`src/rtl/drt_pkg.sv`:
```
// ----------------------------------------------------------------------------
// drt_pkg
// Types and constants shared by the delayed-off relay timer modules.
// ----------------------------------------------------------------------------
`default_nettype none

package drt_pkg;

  localparam int MINUTES_W   = 13;
  localparam int LONG_W      = 16;
  localparam int BONUS_W     = 8;
  localparam int WINDOW_W    = 16;
  localparam int STEP_W      = 6;
  localparam int TIME_W      = 32;
  localparam int HOLD_W      = 16;
  localparam int BURST_CNT_W = 4;

  localparam int CFG_ADDR_W = 3;
  localparam int CFG_DATA_W = 16;

  // Register indexes on the configuration port.
  localparam logic [CFG_ADDR_W-1:0] REG_MAX_MINUTES      = 3'd0;
  localparam logic [CFG_ADDR_W-1:0] REG_LONG_PRESS_MS    = 3'd1;
  localparam logic [CFG_ADDR_W-1:0] REG_BURST_BONUS      = 3'd2;
  localparam logic [CFG_ADDR_W-1:0] REG_WINDOW_PER_PRESS = 3'd3;
  localparam logic [CFG_ADDR_W-1:0] REG_SECONDS_PER_STEP = 3'd4;

  // Register values after reset.
  localparam logic [MINUTES_W-1:0] RST_MAX_MINUTES      = 13'd5999;
  localparam logic [LONG_W-1:0]    RST_LONG_PRESS_MS    = 16'd1000;
  localparam logic [BONUS_W-1:0]   RST_BURST_BONUS      = 8'd10;
  localparam logic [WINDOW_W-1:0]  RST_WINDOW_PER_PRESS = 16'd500;
  localparam logic [STEP_W-1:0]    RST_SECONDS_PER_STEP = 6'd60;

  // Item kinds carried in the input tuser bit.
  localparam logic FUNC_TICK  = 1'b0;
  localparam logic FUNC_PRESS = 1'b1;

  typedef struct packed {
    logic [MINUTES_W-1:0] max_minutes;
    logic [LONG_W-1:0]    long_press_ms;
    logic [BONUS_W-1:0]   burst_bonus;
    logic [WINDOW_W-1:0]  window_per_press_ms;
    logic [STEP_W-1:0]    seconds_per_step;
  } cfg_t;

  typedef struct packed {
    logic              func;
    logic [TIME_W-1:0] now_ms;
    logic [HOLD_W-1:0] hold_ms;
  } item_t;

  typedef struct packed {
    logic                 relay_on;
    logic [MINUTES_W-1:0] minutes_left;
    logic                 expired;
  } result_t;

endpackage

`default_nettype wire

```
`src/rtl/drt_cfg_regs.sv`:
```
// ----------------------------------------------------------------------------
// drt_cfg_regs
// Configuration register file written through the index/data port.
// ----------------------------------------------------------------------------
`default_nettype none

module drt_cfg_regs (
  input  wire                              clk,
  input  wire                              rst_n,
  input  wire                              cfg_we,
  input  wire [drt_pkg::CFG_ADDR_W-1:0]    cfg_addr,
  input  wire [drt_pkg::CFG_DATA_W-1:0]    cfg_data,
  output drt_pkg::cfg_t                    cfg
);
  import drt_pkg::*;

  cfg_t cfg_r;
  cfg_t cfg_nxt;

  always_comb begin
    cfg_nxt = cfg_r;
    if (cfg_we) begin
      case (cfg_addr)
        REG_MAX_MINUTES:      cfg_nxt.max_minutes         = cfg_data[MINUTES_W-1:0];
        REG_LONG_PRESS_MS:    cfg_nxt.long_press_ms       = cfg_data[LONG_W-1:0];
        REG_BURST_BONUS:      cfg_nxt.burst_bonus         = cfg_data[BONUS_W-1:0];
        REG_WINDOW_PER_PRESS: cfg_nxt.window_per_press_ms = cfg_data[WINDOW_W-1:0];
        REG_SECONDS_PER_STEP: cfg_nxt.seconds_per_step    = cfg_data[STEP_W-1:0];
        default:              cfg_nxt = cfg_r;
      endcase
    end
  end

  always_ff @(posedge clk) begin
    if (!rst_n) begin
      cfg_r.max_minutes         <= RST_MAX_MINUTES;
      cfg_r.long_press_ms       <= RST_LONG_PRESS_MS;
      cfg_r.burst_bonus         <= RST_BURST_BONUS;
      cfg_r.window_per_press_ms <= RST_WINDOW_PER_PRESS;
      cfg_r.seconds_per_step    <= RST_SECONDS_PER_STEP;
    end else begin
      cfg_r <= cfg_nxt;
    end
  end

  assign cfg = cfg_r;

endmodule

`default_nettype wire

```
`src/rtl/drt_core.sv`:
```
// ----------------------------------------------------------------------------
// drt_core
// Timer state registers and the single-pass update for one tick or press.
// ----------------------------------------------------------------------------
`default_nettype none

module drt_core #(
  parameter int BURST_PRESSES = 4
) (
  input  wire                   clk,
  input  wire                   rst_n,
  input  wire                   step_en,
  input  wire drt_pkg::cfg_t    cfg,
  input  wire drt_pkg::item_t   item,
  output drt_pkg::result_t      res
);
  import drt_pkg::*;

  localparam int WIN_FULL_W = WINDOW_W + BURST_CNT_W;
  localparam logic [BURST_CNT_W-1:0] BURST_LAST = BURST_CNT_W'(BURST_PRESSES - 1);
  localparam logic [WIN_FULL_W-1:0]  BURST_LEN  = WIN_FULL_W'(BURST_PRESSES);

  logic [MINUTES_W-1:0]   minutes_r,    minutes_nxt;
  logic                   on_r,         on_nxt;
  logic                   after_long_r, after_long_nxt;
  logic [BURST_CNT_W-1:0] burst_cnt_r,  burst_cnt_nxt;
  logic [TIME_W-1:0]      burst_start_r, burst_start_nxt;
  logic [STEP_W-1:0]      sec_cnt_r,    sec_cnt_nxt;

  logic [WIN_FULL_W-1:0]  window;
  logic [TIME_W-1:0]      elapsed;
  logic [MINUTES_W:0]     bonus_sum;
  logic [MINUTES_W-1:0]   min_bonus;
  logic [STEP_W-1:0]      sec_inc;
  logic [MINUTES_W-1:0]   min_tick;
  logic                   expired;

  always_comb begin
    window    = {{BURST_CNT_W{1'b0}}, cfg.window_per_press_ms} * BURST_LEN;
    elapsed   = item.now_ms - burst_start_r;
    bonus_sum = {1'b0, minutes_r} + {{(MINUTES_W + 1 - BONUS_W){1'b0}}, cfg.burst_bonus};
    sec_inc   = sec_cnt_r + 1'b1;

    minutes_nxt     = minutes_r;
    on_nxt          = on_r;
    after_long_nxt  = after_long_r;
    burst_cnt_nxt   = burst_cnt_r;
    burst_start_nxt = burst_start_r;
    sec_cnt_nxt     = sec_cnt_r;
    min_bonus       = minutes_r;
    min_tick        = minutes_r;
    expired         = 1'b0;

    if (item.func == FUNC_PRESS) begin
      if (item.hold_ms > cfg.long_press_ms) begin
        minutes_nxt    = '0;
        on_nxt         = 1'b0;
        after_long_nxt = 1'b1;
      end else if (after_long_r) begin
        // The first short press after a long one is swallowed.
        after_long_nxt = 1'b0;
      end else begin
        if (burst_cnt_r < BURST_LAST) begin
          if (burst_cnt_r == '0) begin
            burst_start_nxt = item.now_ms;
          end
          burst_cnt_nxt = burst_cnt_r + 1'b1;
        end else begin
          burst_cnt_nxt = '0;
          if (elapsed <= {{(TIME_W - WIN_FULL_W){1'b0}}, window}) begin
            min_bonus = (bonus_sum < {1'b0, cfg.max_minutes}) ?
                        bonus_sum[MINUTES_W-1:0] : cfg.max_minutes;
          end
        end
        minutes_nxt = (min_bonus < cfg.max_minutes) ? min_bonus + 1'b1 : min_bonus;
        on_nxt      = 1'b1;
      end
    end else if (on_r) begin
      sec_cnt_nxt = sec_inc;
      if (sec_inc >= cfg.seconds_per_step) begin
        sec_cnt_nxt = '0;
        if (minutes_r != '0) begin
          min_tick = minutes_r - 1'b1;
        end
      end
      minutes_nxt = min_tick;
      if (min_tick == '0) begin
        on_nxt      = 1'b0;
        sec_cnt_nxt = '0;
        expired     = 1'b1;
      end
    end
  end

  always_ff @(posedge clk) begin
    if (!rst_n) begin
      minutes_r     <= '0;
      on_r          <= 1'b0;
      after_long_r  <= 1'b0;
      burst_cnt_r   <= '0;
      burst_start_r <= '0;
      sec_cnt_r     <= '0;
    end else if (step_en) begin
      minutes_r     <= minutes_nxt;
      on_r          <= on_nxt;
      after_long_r  <= after_long_nxt;
      burst_cnt_r   <= burst_cnt_nxt;
      burst_start_r <= burst_start_nxt;
      sec_cnt_r     <= sec_cnt_nxt;
    end
  end

  assign res.relay_on     = on_nxt;
  assign res.minutes_left = minutes_nxt;
  assign res.expired      = expired;

endmodule

`default_nettype wire

```
`src/rtl/delayed_off_relay_timer.sv`:
```
// ----------------------------------------------------------------------------
// delayed_off_relay_timer
// An accepted beat passes the input register, then the result register, and
// its result then shows on out_tdata. Throughput: one beat per cycle while
// out_tready is not held low; the timer state updates in one pass.
// Reset (rst_n, synchronous): timer state cleared, registers at their defaults.
// ----------------------------------------------------------------------------
`default_nettype none

module delayed_off_relay_timer #(
  parameter int BURST_PRESSES = 4
) (
  input  wire                             clk,
  input  wire                             rst_n,
  // Input stream.
  input  wire                             in_tvalid,
  output logic                            in_tready,
  input  wire  [47:0]                     in_tdata,  // now_ms[31:0], hold_ms[47:32]
  input  wire                             in_tuser,  // func (0 tick, 1 press)
  // Result stream.
  output logic                            out_tvalid,
  input  wire                             out_tready,
  output logic [15:0]                     out_tdata, // relay_on[0], minutes_left[13:1],
                                                     // expired[14], zero[15]
  // Configuration writes.
  input  wire                             cfg_valid,
  output logic                            cfg_ready,
  input  wire  [drt_pkg::CFG_ADDR_W-1:0]  cfg_addr,
  input  wire  [drt_pkg::CFG_DATA_W-1:0]  cfg_data
);
  import drt_pkg::*;

  cfg_t    cfg;
  item_t   in_item_r;
  logic    in_v_r;
  result_t step_res;
  result_t out_res_r;
  logic    out_v_r;
  logic    advance;

  assign cfg_ready = 1'b1;

  drt_cfg_regs u_cfg (
    .clk      (clk),
    .rst_n    (rst_n),
    .cfg_we   (cfg_valid & cfg_ready),
    .cfg_addr (cfg_addr),
    .cfg_data (cfg_data),
    .cfg      (cfg)
  );

  // The result register moves whenever it is empty or being drained.
  assign advance   = !out_v_r || out_tready;
  assign in_tready = !in_v_r || advance;

  always_ff @(posedge clk) begin
    if (!rst_n) begin
      in_v_r <= 1'b0;
    end else if (in_tready) begin
      in_v_r <= in_tvalid;
    end
  end

  always_ff @(posedge clk) begin
    if (in_tready && in_tvalid) begin
      in_item_r.func    <= in_tuser;
      in_item_r.now_ms  <= in_tdata[TIME_W-1:0];
      in_item_r.hold_ms <= in_tdata[TIME_W+HOLD_W-1:TIME_W];
    end
  end

  drt_core #(
    .BURST_PRESSES (BURST_PRESSES)
  ) u_core (
    .clk     (clk),
    .rst_n   (rst_n),
    .step_en (in_v_r && advance),
    .cfg     (cfg),
    .item    (in_item_r),
    .res     (step_res)
  );

  always_ff @(posedge clk) begin
    if (!rst_n) begin
      out_v_r <= 1'b0;
    end else if (advance) begin
      out_v_r <= in_v_r;
    end
  end

  always_ff @(posedge clk) begin
    if (advance && in_v_r) begin
      out_res_r <= step_res;
    end
  end

  assign out_tvalid = out_v_r;
  assign out_tdata  = {1'b0, out_res_r.expired, out_res_r.minutes_left, out_res_r.relay_on};

endmodule

`default_nettype wire

```
`config.mk`:
```
export PLATFORM = sky130hd
export DESIGN_NAME = delayed_off_relay_timer
export DESIGN_NICKNAME = d
export VERILOG_FILES = /design/src/rtl/drt_pkg.sv /design/src/rtl/drt_cfg_regs.sv /design/src/rtl/drt_core.sv /design/src/rtl/delayed_off_relay_timer.sv
export SDC_FILE = /design/constraint.sdc
export NUM_CORES = 1
export LEC_CHECK = 0
export BUFFER_PORTS_ARGS = -buffer_cell sky130_fd_sc_hd__clkbuf_2
export CORE_ASPECT_RATIO = 2
export CORE_MARGIN = 5
export CORE_UTILIZATION = 33
export CTS_BUF_LIST = sky130_fd_sc_hd__clkbuf_2
export CTS_CLUSTER_SIZE = 12
export DETAILED_ROUTE_END_ITERATION = 8
export PLACE_DENSITY = 0.48
export SKIP_CTS_REPAIR_TIMING = 1
export SLEW_MARGIN = 20
export SYNTH_ARGS = -nofsm -noshare
export SYNTH_HDL_FRONTEND = slang
export SYNTH_SLANG_ARGS = --single-unit
```
`constraint.sdc`:
```
create_clock -name clk -period 18.6 [get_ports clk]
set_input_delay 2.79 -clock clk [delete_from_list [all_inputs] [get_ports clk]]
set_output_delay 2.79 -clock clk [all_outputs]
set_load 0.1 [all_outputs]
```
==> summary.md, run 1 <==
| Metric | Value |
|---|---|
| Final Skew | 0.0546 ns |
| Slowest stage cell, crit path | or4_1 |
| MaxCap Viol Count | 0 |
| Syn Std Cell Area | 11900 µm² |
| EDFF count, synth | 64 |
| Setup ws final | 9.74 ns |
| Sequential area share after synthesis | 36.1% |
| Die W | 144 µm |
| Row count | 98 |
| WP data arrival | 9.52 ns |
| RD Place Congestion | 0.943 |
| Slew margin rel. | 24.1% |
| CTS Buf Count | 17 |
| Number of synthesized register bits | 182 |
| Critical Path RT | 19.25 ns |
| Global-route wire length before repair | 56400 µm |
| Final setup TNS | 0 ns |
| Worst-path clk slew | 0.30 ns |
| Post-synthesis mux area share | 2.55% |
| Final period utilization | 47.6% |
| Via count | 10200 |
| Vias per cell | 5.30 |
| Post-Synth XOR/XNOR Area | 3.03% |
| Num ports | 92 |
| PortBufs | 89 |
| Worst Hold Class | flip-flop to flip-flop |
| Adder-cell share of the synthesized area | 11.3% |
| Number of distinct library cells after synthesis | 83 |
| VDD IR max | 0.0000390 V |
| Post-layout min period | 8.86 ns |
| Syn Area/Cell | 8.40 µm² |
| Startpoint Class | flip-flop |
| CP max stage delay | 0.54 ns |
| Area Overhead vs Synth | 8.79% |
| Synth warn | 0 |
| Final setup violation count | 0 |
| F_max | 113 MHz |
| Area contributors post-synth | dfxtp_1, edfxtp_1, ha_1 |
| Post-synth top flop | dfxtp_1 |
| Htree depth | 4 |
| Status | finished clean |
| Post-synthesis compound-gate area fraction | 21.9% |
| Antenna Nets Post-Route | 0 |
| Final net count | 1646 |
| Most frequent cells after synthesis | nand2_1, dfxtp_1, inv_1 |
| Synth async-reset ratio | 0% |
| RSZ-0062 raised after global routing | no |
| WL/cell | 19.0 µm |
| Simple logic cell fraction of the synthesized area | 19.0% |
| Grt ovf | 0 |
| First DRT Iteration DRCs | 448 |
| Yosys top cell by area | dfxtp_1 |
| Kind of critical path | flip-flop to flip-flop |
| CTS sink count | 182 |
| Pwr/cell area | 65.5 nW/µm² |
| Final wirelength | 36700 µm |
| Hold WS | 0.482 ns |
| Number of global-route vias before repair | 10200 |
| Core area | 35700 µm² |
| CTS root buf | clkbuf_2 |
| Drt pass-1 iters | 6 |
| Post-DP HPWL | 29100 µm |
| Worst-path maximum fanout | 24 |
| Leak | 0.00532 µW |
| CTS tree | built |
| Later-pin clock latency in the skew report | 0.89 ns |
| Fin. max-slew vios | 0 |
| Initial core utilization | 33.3% |
| Gr usage total | 18.4% |
| Initial antenna violation count | 1 |
| Die Ht | 278 µm |
| Largest net degree at the start of global routing | 96 |
| Worst-margin pin slew | 1.13 ns |
| Syn Inst Count | 1412 |
| Main combinational cell family by area after synthesis | compound AO/OA/AOI/OAI gates |
| Most used cell, CP | nand2_1 |
| Pre-CTS WS | 9.83 ns |
| Share of cells above drive strength 1 | 11.1% |
| Synth top area share | 19.9% |
| Top-count cell post-synth | nand2_1 |
| Worst Setup End Kind | flip-flop |
| Final hold violation count | 0 |
| Die ar. | 40100 µm² |
| Clock Path Buffers | 2 |
| Syn Nets | 1592 |
| DRC | 0 |
==> flip-flops by register name (all words and copies together), names as in the netlist <==
name                  count
u_cfg.cfg                59
u_core.after_long_r       1
u_core.on_r               1
in_v_r                    1
u_core.burst_cnt_r        4
u_core.minutes_r         13
u_core.burst_start_r     32
in_item_r                49
out_tdata                15
u_core.sec_cnt_r          6
out_tvalid                1
==> path summary, 6_finish.rpt <==
path                            slack, ns                     start                        to  cells after the start
worst max-delay path                 9.74             in_item_r[17]             out_tdata[13]                     33
worst min-delay path                 0.48  u_core.burst_start_r[18]  u_core.burst_start_r[18]                      2
worst max register to register       9.74             in_item_r[17]             out_tdata[13]                     33
worst min register to register       0.48  u_core.burst_start_r[18]  u_core.burst_start_r[18]                      2
==> per-layer routing <==
metal  global-route usage, %  wire length, µm
met1                    16.1            12000
met4                    11.9             2460
met5                       0                0
met3                    2.27              967
met2                    37.3            21300
==> cell type report <==
type	instances	area, µm²
inverter	113	424
clock buffer	17	85.1
tap	450	563
fill	3746	22800
antenna	1	2.50
timing repair buffer	102	546
multi-input combinational	1050	6870
sequential	182	4280
clock inverter	15	134
==> placed cells by master (no fill, tap or decap), types with 27 or more instances in the layout <==
cell | Yosys | layout
nand3_1 | 30 | 30
a21boi_0 | 68 | 68
inv_1 | 113 | 113
edfxtp_1 | 64 | 64
nor2_1 | 58 | 58
o21ai_0 | 76 | 76
clkbuf_2 | 1 | 105
nand2_1 | 254 | 254
a21o_1 | 27 | 27
ha_1 | 106 | 106
a21oi_1 | 82 | 82
o211ai_1 | 35 | 35
dfxtp_1 | 118 | 118
==> where the power goes <==
part	internal (µW)	switching, µW
sequential	430	14.1
combinational	67.6	126
clock	42.5	164
==> critical path, delay by kind of cell, from the launching register on <==
family          cells  cell delay [ns]
simple gates       12             2.38
buf+inv             2             0.50
mux                 1             0.50
compound gates     14             3.67
xor+xnor            1             0.15
fa+ha+maj           3             0.98
flops               1             0.47
==> kinds of logic (layout without fill, tap and decap cells) <==
kind of cell	count (synthesis)	after routing
simple gates	484	484
compound gates	387	387
flops	182	182
buf+inv	180	247
fa+ha+maj	107	107
xor+xnor	41	41
mux	29	29
other cells	2	3
==> per-stage QoR <==
stage | cell area [µm²] | instances | utilization [%] | power, µW
floorplan | 11900 | 1412 | - | 584
global placement | 12700 | 1897 | 35.5 | 645
detailed placement | 12700 | 1897 | 35.5 | 647
CTS | 12900 | 1929 | 36.2 | 861
global route | 12900 | 1930 | 36.2 | 895
finish | 12900 | 1930 | 36.2 | 845
No activity file was read; power rests on OpenSTA's default activity.
==> run 2, diff against run 1 <==
ABC_AREA = 1   (was unset)
clock period = 9 ns   (was 18.6 ns; I/O delays follow)
==> summary.md, run 2 <==
| Metric | Value |
|---|---|
| Largest net degree at the start of global routing | 71 (was 96) |
| VDD IR max | 0.0000742 V (was 0.0000390 V) |
| Final wirelength | 37400 µm (was 36700 µm) |
| Sequential area share after synthesis | 35.0% (was 36.1%) |
| Commonest non-fill, non-tap cells in the layout | nand2_1, inv_1, a21oi_1, dfxtp_1, clkbuf_2 (was nand2_1, dfxtp_1, inv_1, ha_1, clkbuf_2) |
| Via count | 11000 (was 10200) |
| Number of distinct library cells after synthesis | 47 (was 83) |
| Num ports | 92 (unchanged) |
| Global-route wire length before repair | 58700 µm (was 56400 µm) |
| RD Place Congestion | 0.917 (was 0.943) |
| Final net count | 1963 (was 1646) |
| Worst-path clk slew | 0.32 ns (was 0.30 ns) |
| # fillers | 4052 (was 3746) |
| Hold path start | u_core.burst_start_r[10] (was u_core.burst_start_r[18]) |
| Kind of critical path | flip-flop to flip-flop (unchanged) |
| Final setup violation count | 0 (unchanged) |
| Post-synth top flop | dfxtp_1 (unchanged) |
| Worst reg2reg path depth | 37 (was 33) |
| Fin area | 13400 µm² (was 12900 µm²) |
| Fin. max-slew vios | 0 (unchanged) |
| Syn Inst Count | 1710 (was 1412) |
| Yosys top cell by area | dfxtp_1 (unchanged) |
| Worst-path maximum fanout | 13 (was 24) |
| Number of global-route vias before repair | 11000 (was 10200) |
| Slowest stage cell, crit path | edfxtp_1 (was or4_1) |
| Initial antenna violation count | 1 (unchanged) |
| Syn Std Cell Area | 12300 µm² (was 11900 µm²) |
| Hold WS | 0.474 ns (was 0.482 ns) |
| DRC | 0 (unchanged) |
| Final Skew | 0.0494 ns (was 0.0546 ns) |
| Syn Nets | 1890 (was 1592) |
| MaxCap Viol Count | 0 (unchanged) |
| Critical Path RT | 9.81 ns (was 19.25 ns) |
| CTS sink count | 182 (unchanged) |
| CP max stage delay | 0.45 ns (was 0.54 ns) |
| Hold path depth | 2 (unchanged) |
| Share of cells above drive strength 1 | 11.7% (was 11.1%) |
| RSZ-0062 raised after global routing | no (unchanged) |
| Synth async-reset ratio | 0% (unchanged) |
| Clock Path Buffers | 2 (unchanged) |
| Reg2Reg Setup Slack | 3.00 ns (was 9.74 ns) |
| Post-DP HPWL | 30200 µm (was 29100 µm) |
| Gr usage total | 18.3% (was 18.4%) |
| Die Ht | 283 µm (was 278 µm) |
| RR Startpoint | in_item_r[29] (was in_item_r[17]) |
| Syn Area/Cell | 7.17 µm² (was 8.40 µm²) |
| Number of synthesized register bits | 182 (unchanged) |
| Leak | 0.00666 µW (was 0.00532 µW) |
| Antenna Nets Post-Route | 0 (unchanged) |
| Most frequent cells after synthesis | nand2_1, inv_1, a21oi_1 (was nand2_1, dfxtp_1, inv_1) |
| Drt pass-1 iters | 5 (was 6) |
| WP data arrival | 6.81 ns (was 9.52 ns) |
| Worst Hold Class | flip-flop to flip-flop (unchanged) |
| Die W | 146 µm (was 144 µm) |
| Die ar. | 41300 µm² (was 40100 µm²) |
| First DRT Iteration DRCs | 487 (was 448) |
| Register Area | 4280 µm² (unchanged) |
| CTS root buf | clkbuf_2 (unchanged) |
| Synth top area share | 19.3% (was 19.9%) |
| Most used cell, CP | nand2_1 (unchanged) |
| Final setup TNS | 0 ns (unchanged) |
| Area occupied by multi-input gates | 6600 µm² (was 6870 µm²) |
| Startpoint Class | flip-flop (unchanged) |
| Vias per cell | 4.87 (was 5.30) |
| Max reg flops | 59 (unchanged) |
| Row count | 100 (was 98) |
| WL/cell | 16.6 µm (was 19.0 µm) |
| EDFF count, synth | 64 (unchanged) |
| End of the worst hold path | u_core.burst_start_r[10] (was u_core.burst_start_r[18]) |
| Slew margin rel. | 30.9% (was 24.1%) |
| Worst Setup End Kind | flip-flop (unchanged) |
| Area Overhead vs Synth | 9.20% (was 8.79%) |
| Post-layout min period | 6.00 ns (was 8.86 ns) |
| Area contributors post-synth | dfxtp_1, edfxtp_1, nand2_1 (was dfxtp_1, edfxtp_1, ha_1) |
| Grt ovf | 0 (unchanged) |
| Bufs and invs on worst path | 3 (was 2) |
| Status | finished clean (unchanged) |
| PortBufs | 89 (unchanged) |
| Top-count cell post-synth | nand2_1 (unchanged) |
| F_max | 167 MHz (was 113 MHz) |
| Post-DP Area | 13100 µm² (was 12700 µm²) |
| Commonest non-fill, non-tap cell in the layout | nand2_1 (unchanged) |
| Synth warn | 0 (unchanged) |
| Worst-margin pin slew | 1.04 ns (was 1.13 ns) |
| Kind of cell adding the most delay to the critical path | simple AND/OR/NAND/NOR gates (was compound AO/OA/AOI/OAI gates) |
| Initial core utilization | 33.1% (was 33.3%) |
| Final hold violation count | 0 (unchanged) |
| Later-pin clock latency in the skew report | 0.91 ns (was 0.89 ns) |
| CTS tree | built (unchanged) |
| Htree depth | 4 (unchanged) |
| CTS Buf Count | 17 (unchanged) |
| Pwr/cell area | 137 nW/µm² (was 65.5 nW/µm²) |
| Final period utilization | 66.7% (was 47.6%) |
| Reg2reg end | u_core.minutes_r[0] (was out_tdata[13]) |
| Core area | 37000 µm² (was 35700 µm²) |
## run 2: cell count changes in the layout (fill, tap and decap cells not counted), sizes merged, moves of 26 or more
cell    before  now
nand3       30  105
nor2        58  103
a21boi      68    2
a21oi       82  155
nand2      254  455
a21o        28    2
inv        123  315
## run 2: per-layer routing
layer | part of all wire [%] | GRT usage [%]
met1 | 33 | 16.3
met2 | 59 | 38.8
met3 | 2.5 | 2.65
met4 | 5.2 | 9.32
met5 | 0 | 0
## run 2: cells by family after synthesis
group                      count (synthesis)  synth area share [%]
other                                      2                0.0613
buffers and inverters                    355                  11.2
xor gates and xnor gates                  40                  2.86
DFF                                      182                  35.0
AOI/OAI and AO/OA                        308                  13.6
adders and majority gates                107                  11.0
and+or+nand+nor                          716                  26.3
## run 2: where the power goes
| group | switching [µW] | total (µW) | internal, µW |
|---|---|---|---|
| Clock | 363 | 458 | 95.4 |
| Sequential | 26.9 | 921 | 894 |
| Combinational | 313 | 456 | 143 |
| Total | 703 | 1840 | 1130 |
## run 2: area by class of cell
type	instances	area share, %
Clock buffer	18	0.673
Antenna cell	1	0.0187
Sequential cell	182	32.0
Multi-Input combinational cell	1173	49.3
Inverter	314	8.82
Tap cell	459	4.29
Clock inverter	14	1.22
Timing Repair Buffer	95	3.67
## run 2: worst max path at each step
stage / from / end / slack [ns] / cells after the start
after global routing: in_item_r[18] / u_core.minutes_r[9] / 2.34 / 38
final: in_item_r[29] / u_core.minutes_r[0] / 3.00 / 37
after detailed placement: in_item_r[23] / u_core.minutes_r[9] / 2.98 / 33
after floorplan: in_item_r[18] / out_tdata[12] / 4.47 / 38
after CTS: in_item_r[18] / u_core.minutes_r[9] / 2.93 / 39
after global placement: in_item_r[23] / u_core.minutes_r[9] / 2.93 / 33
## run 2: tightest hold or removal path, stage by stage, from the launching register on
cell and delay [ns]:
dfxtp_1 0.37, inv_1 0.06, a21oi_1 0.05
## run 2: metrics by stage
| step | total power, µW | instances | utilization, % | worst slack (ns) |
|---|---|---|---|---|
| after floorplan | 1260 | 1710 | - | 4.47 |
| after global placement | 1400 | 2223 | 35.4 | 2.93 |
| after detailed placement | 1400 | 2223 | 35.4 | 2.98 |
| after CTS | 1870 | 2255 | 36.1 | 2.93 |
| after global routing | 1950 | 2256 | 36.1 | 2.34 |
| final | 1840 | 2256 | 36.1 | 3.00 |
==> run 3, diff against run 2 <==
ABC_AREA = 0   (was 1)
PLACE_DENSITY = 0.5   (was 0.48)
clock period = 5.3 ns   (was 9 ns; I/O delays follow)
==> summary.md, run 3 (synthesis results as in run 1) <==
| Metric | Value |
|---|---|
| First DRT Iteration DRCs | 408 (was 487) |
| Startpoint Class | flip-flop (unchanged) |
| DRC | 0 (unchanged) |
| Antenna Nets Post-Route | 0 (unchanged) |
| Flop pwr share | 48.3% (was 50.2%) |
| Final setup violation count | 26 (was 0) |
| Switch share | 34.6% (was 38.3%) |
| Largest net degree at the start of global routing | 86 (was 71) |
| GR Util met1 | 16.8% (was 16.3%) |
| Clock power frac | 23.3% (was 25.0%) |
| Worst reg2reg path depth | 32 (was 37) |
| CTS sink count | 182 (unchanged) |
| MaxCap Viol Count | 0 (unchanged) |
| Num ports | 92 (unchanged) |
| PortBufs | 89 (unchanged) |
| Final Skew | 0.0630 ns (was 0.0494 ns) |
| CTS root buf | clkbuf_2 (unchanged) |
| Worst-margin pin slew | 0.835 ns (was 1.04 ns) |
| Die Ht | 278 µm (was 283 µm) |
| WL/cell | 17.8 µm (was 16.6 µm) |
| Global-route wire length before repair | 60000 µm (was 58700 µm) |
| Most Crowded Layer GR | met2 (unchanged) |
| Worst-path maximum fanout | 6 (was 13) |
| Initial antenna violation count | 2 (was 1) |
| Htree depth | 4 (unchanged) |
| Hold path depth | 1 (was 2) |
| Fin. max-slew vios | 0 (unchanged) |
| Internal power | 2090 µW (was 1130 µW) |
| WP data arrival | 7.85 ns (was 6.81 ns) |
| Post-DP Area | 14400 µm² (was 13100 µm²) |
| Grt ovf | 0 (unchanged) |
| CP max stage delay | 0.54 ns (was 0.45 ns) |
| Drt pass-1 iters | 6 (was 5) |
| Die W | 144 µm (was 146 µm) |
| Commonest non-fill, non-tap cell in the layout | nand2_1 (unchanged) |
| Slew margin rel. | 44.3% (was 30.9%) |
| Worst Hold Class | primary input to flip-flop (was flip-flop to flip-flop) |
| Slowest stage cell, crit path | or4_4 (was edfxtp_1) |
| Share of cells above drive strength 1 | 25.2% (was 11.7%) |
| Final hold violation count | 0 (unchanged) |
| CTS tree | built (unchanged) |
| Via count | 11300 (was 11000) |
| End of the worst hold path | in_item_r[32] (was u_core.burst_start_r[10]) |
| Initial core utilization | 33.3% (was 33.1%) |
| Failing checks | setup timing |
| Gr usage total | 19.6% (was 18.3%) |
| Die ar. | 40100 µm² (was 41300 µm²) |
| RD Place Congestion | 0.969 (was 0.917) |
| Logic pwr share | 28.4% (was 24.8%) |
| Post-layout min period | 7.05 ns (was 6.00 ns) |
| Hold path start | in_tdata[16] (was u_core.burst_start_r[10]) |
| Area Overhead vs Synth | 31.0% (was 9.20%) |
| # fillers | 3618 (was 4052) |
| Core area | 35700 µm² (was 37000 µm²) |
| Fin area | 15500 µm² (was 13400 µm²) |
| Row count | 98 (was 100) |
| Leak | 0.00677 µW (was 0.00666 µW) |
| F_max | 142 MHz (was 167 MHz) |
| Reg2Reg Setup Slack | -1.75 ns (was 3.00 ns) |
| Later-pin clock latency in the skew report | 0.87 ns (was 0.91 ns) |
| Vias per cell | 5.11 (was 4.87) |
| Setup ws final | -1.75 ns (was 3.00 ns) |
| Global Route met3 Usage | 2.63% (was 2.65%) |
| Commonest non-fill, non-tap cells in the layout | nand2_1, buf_4, dfxtp_1, inv_1, clkbuf_2 (was nand2_1, inv_1, a21oi_1, dfxtp_1, clkbuf_2) |
| Kind of critical path | flip-flop to flip-flop (unchanged) |
| CTS Buf Count | 17 (unchanged) |
| RR Startpoint | in_item_r[17] (was in_item_r[29]) |
| Final net count | 1926 (was 1963) |
| Status | finished with violations (was finished clean) |
| Final setup TNS | -42.02 ns (was 0 ns) |
| Most used cell, CP | a21o_1 (was nand2_1) |
| RSZ-0062 raised after global routing | yes (was no) |
| Final period utilization | 133% (was 66.7%) |
| Post-DP HPWL | 31700 µm (was 30200 µm) |
| Clock Path Buffers | 2 (unchanged) |
| Worst-path clk slew | 0.30 ns (was 0.32 ns) |
| Reg2reg end | u_core.minutes_r[9] (was u_core.minutes_r[0]) |
| VDD IR max | 0.000124 V (was 0.0000742 V) |
| Final wirelength | 39400 µm (was 37400 µm) |
| Met2 Usage GRT | 39.6% (was 38.8%) |
| Number of global-route vias before repair | 11500 (was 11000) |
| Pwr/cell area | 206 nW/µm² (was 137 nW/µm²) |
| Psw | 1110 µW (was 703 µW) |
| Critical Path RT | 6.10 ns (was 9.81 ns) |
| Worst Setup End Kind | flip-flop (unchanged) |
| Max reg flops | 59 (unchanged) |
[run 3: cell types whose count changed in the layout (fill, tap and decap cells not counted), moves of 28 or more]
cell	before	now
nand3_1	90	28
a21boi_0	2	68
inv_1	294	110
nor2_1	85	57
nand2_1	433	253
dlygate4sd3_1	0	46
a21oi_1	153	74
buf_4	6	239
[run 3: how the worst max path moves through the flow]
stage / end / slack (ns) / from
CTS: out_tdata[7] / -2.27 / u_core.burst_start_r[1]
global placement: out_tdata[7] / -2.02 / in_item_r[17]
global route: u_core.minutes_r[9] / -2.16 / in_item_r[17]
floorplan: u_core.minutes_r[9] / -1.72 / in_item_r[17]
finish: u_core.minutes_r[9] / -1.75 / in_item_r[17]
detailed placement: out_tdata[7] / -2.21 / in_item_r[17]
[run 3: final cells by class]
cell class	instances	area (µm²)	area share [%]
diodes	2	5.00	0.0322
clock buffers	17	85.1	0.547
clock inverters	15	141	0.910
inverters	113	424	2.73
multi-input cells	1050	7230	46.5
flip-flops and latches	182	4290	27.6
well taps	450	563	3.62
repair buffers	382	2810	18.1
[run 3: per-layer routing]
layer  up-vias  part of all wire (%)
met5         -                     0
met1      5330                    32
met2       198                    58
met3       110                   2.0
li1       5670                     -
met4         0                   7.4
[run 3: power groups by stage]
stage               Clock (µW)  Combinational (µW)  Sequential (µW)
CTS                        795                 858             1550
global placement             0                 845             1570
global route               841                 997             1550
finish                     746                 909             1550
floorplan                    0                 448             1610
detailed placement           0                 855             1570
[run 3: through the flow]
step           hold slack (ns)  util [%]  worst slack, ns  std cells  total power (µW)
3_3_place_gp             0.452      40.5            -2.02       2121              2420
3_5_place_dp             0.459      40.5            -2.21       2121              2430
4_1_cts                -0.0631      41.1            -2.27       2153              3200
5_1_grt                0.00382      43.6            -2.16       2211              3390
2_1_floorplan            0.443         -            -1.72       1412              2060
6_report                 0.142      43.6            -1.75       2211              3200
[run 3: worst max-delay path, delay by kind of cell, from the launching register on]
family	cells	cell delay (ns)
flops	1	0.49
simple gates	10	2.13
compound gates	14	2.73
xor+xnor	1	0.15
mux	1	0.33
buf+inv	3	0.39
fa+ha+maj	3	0.76
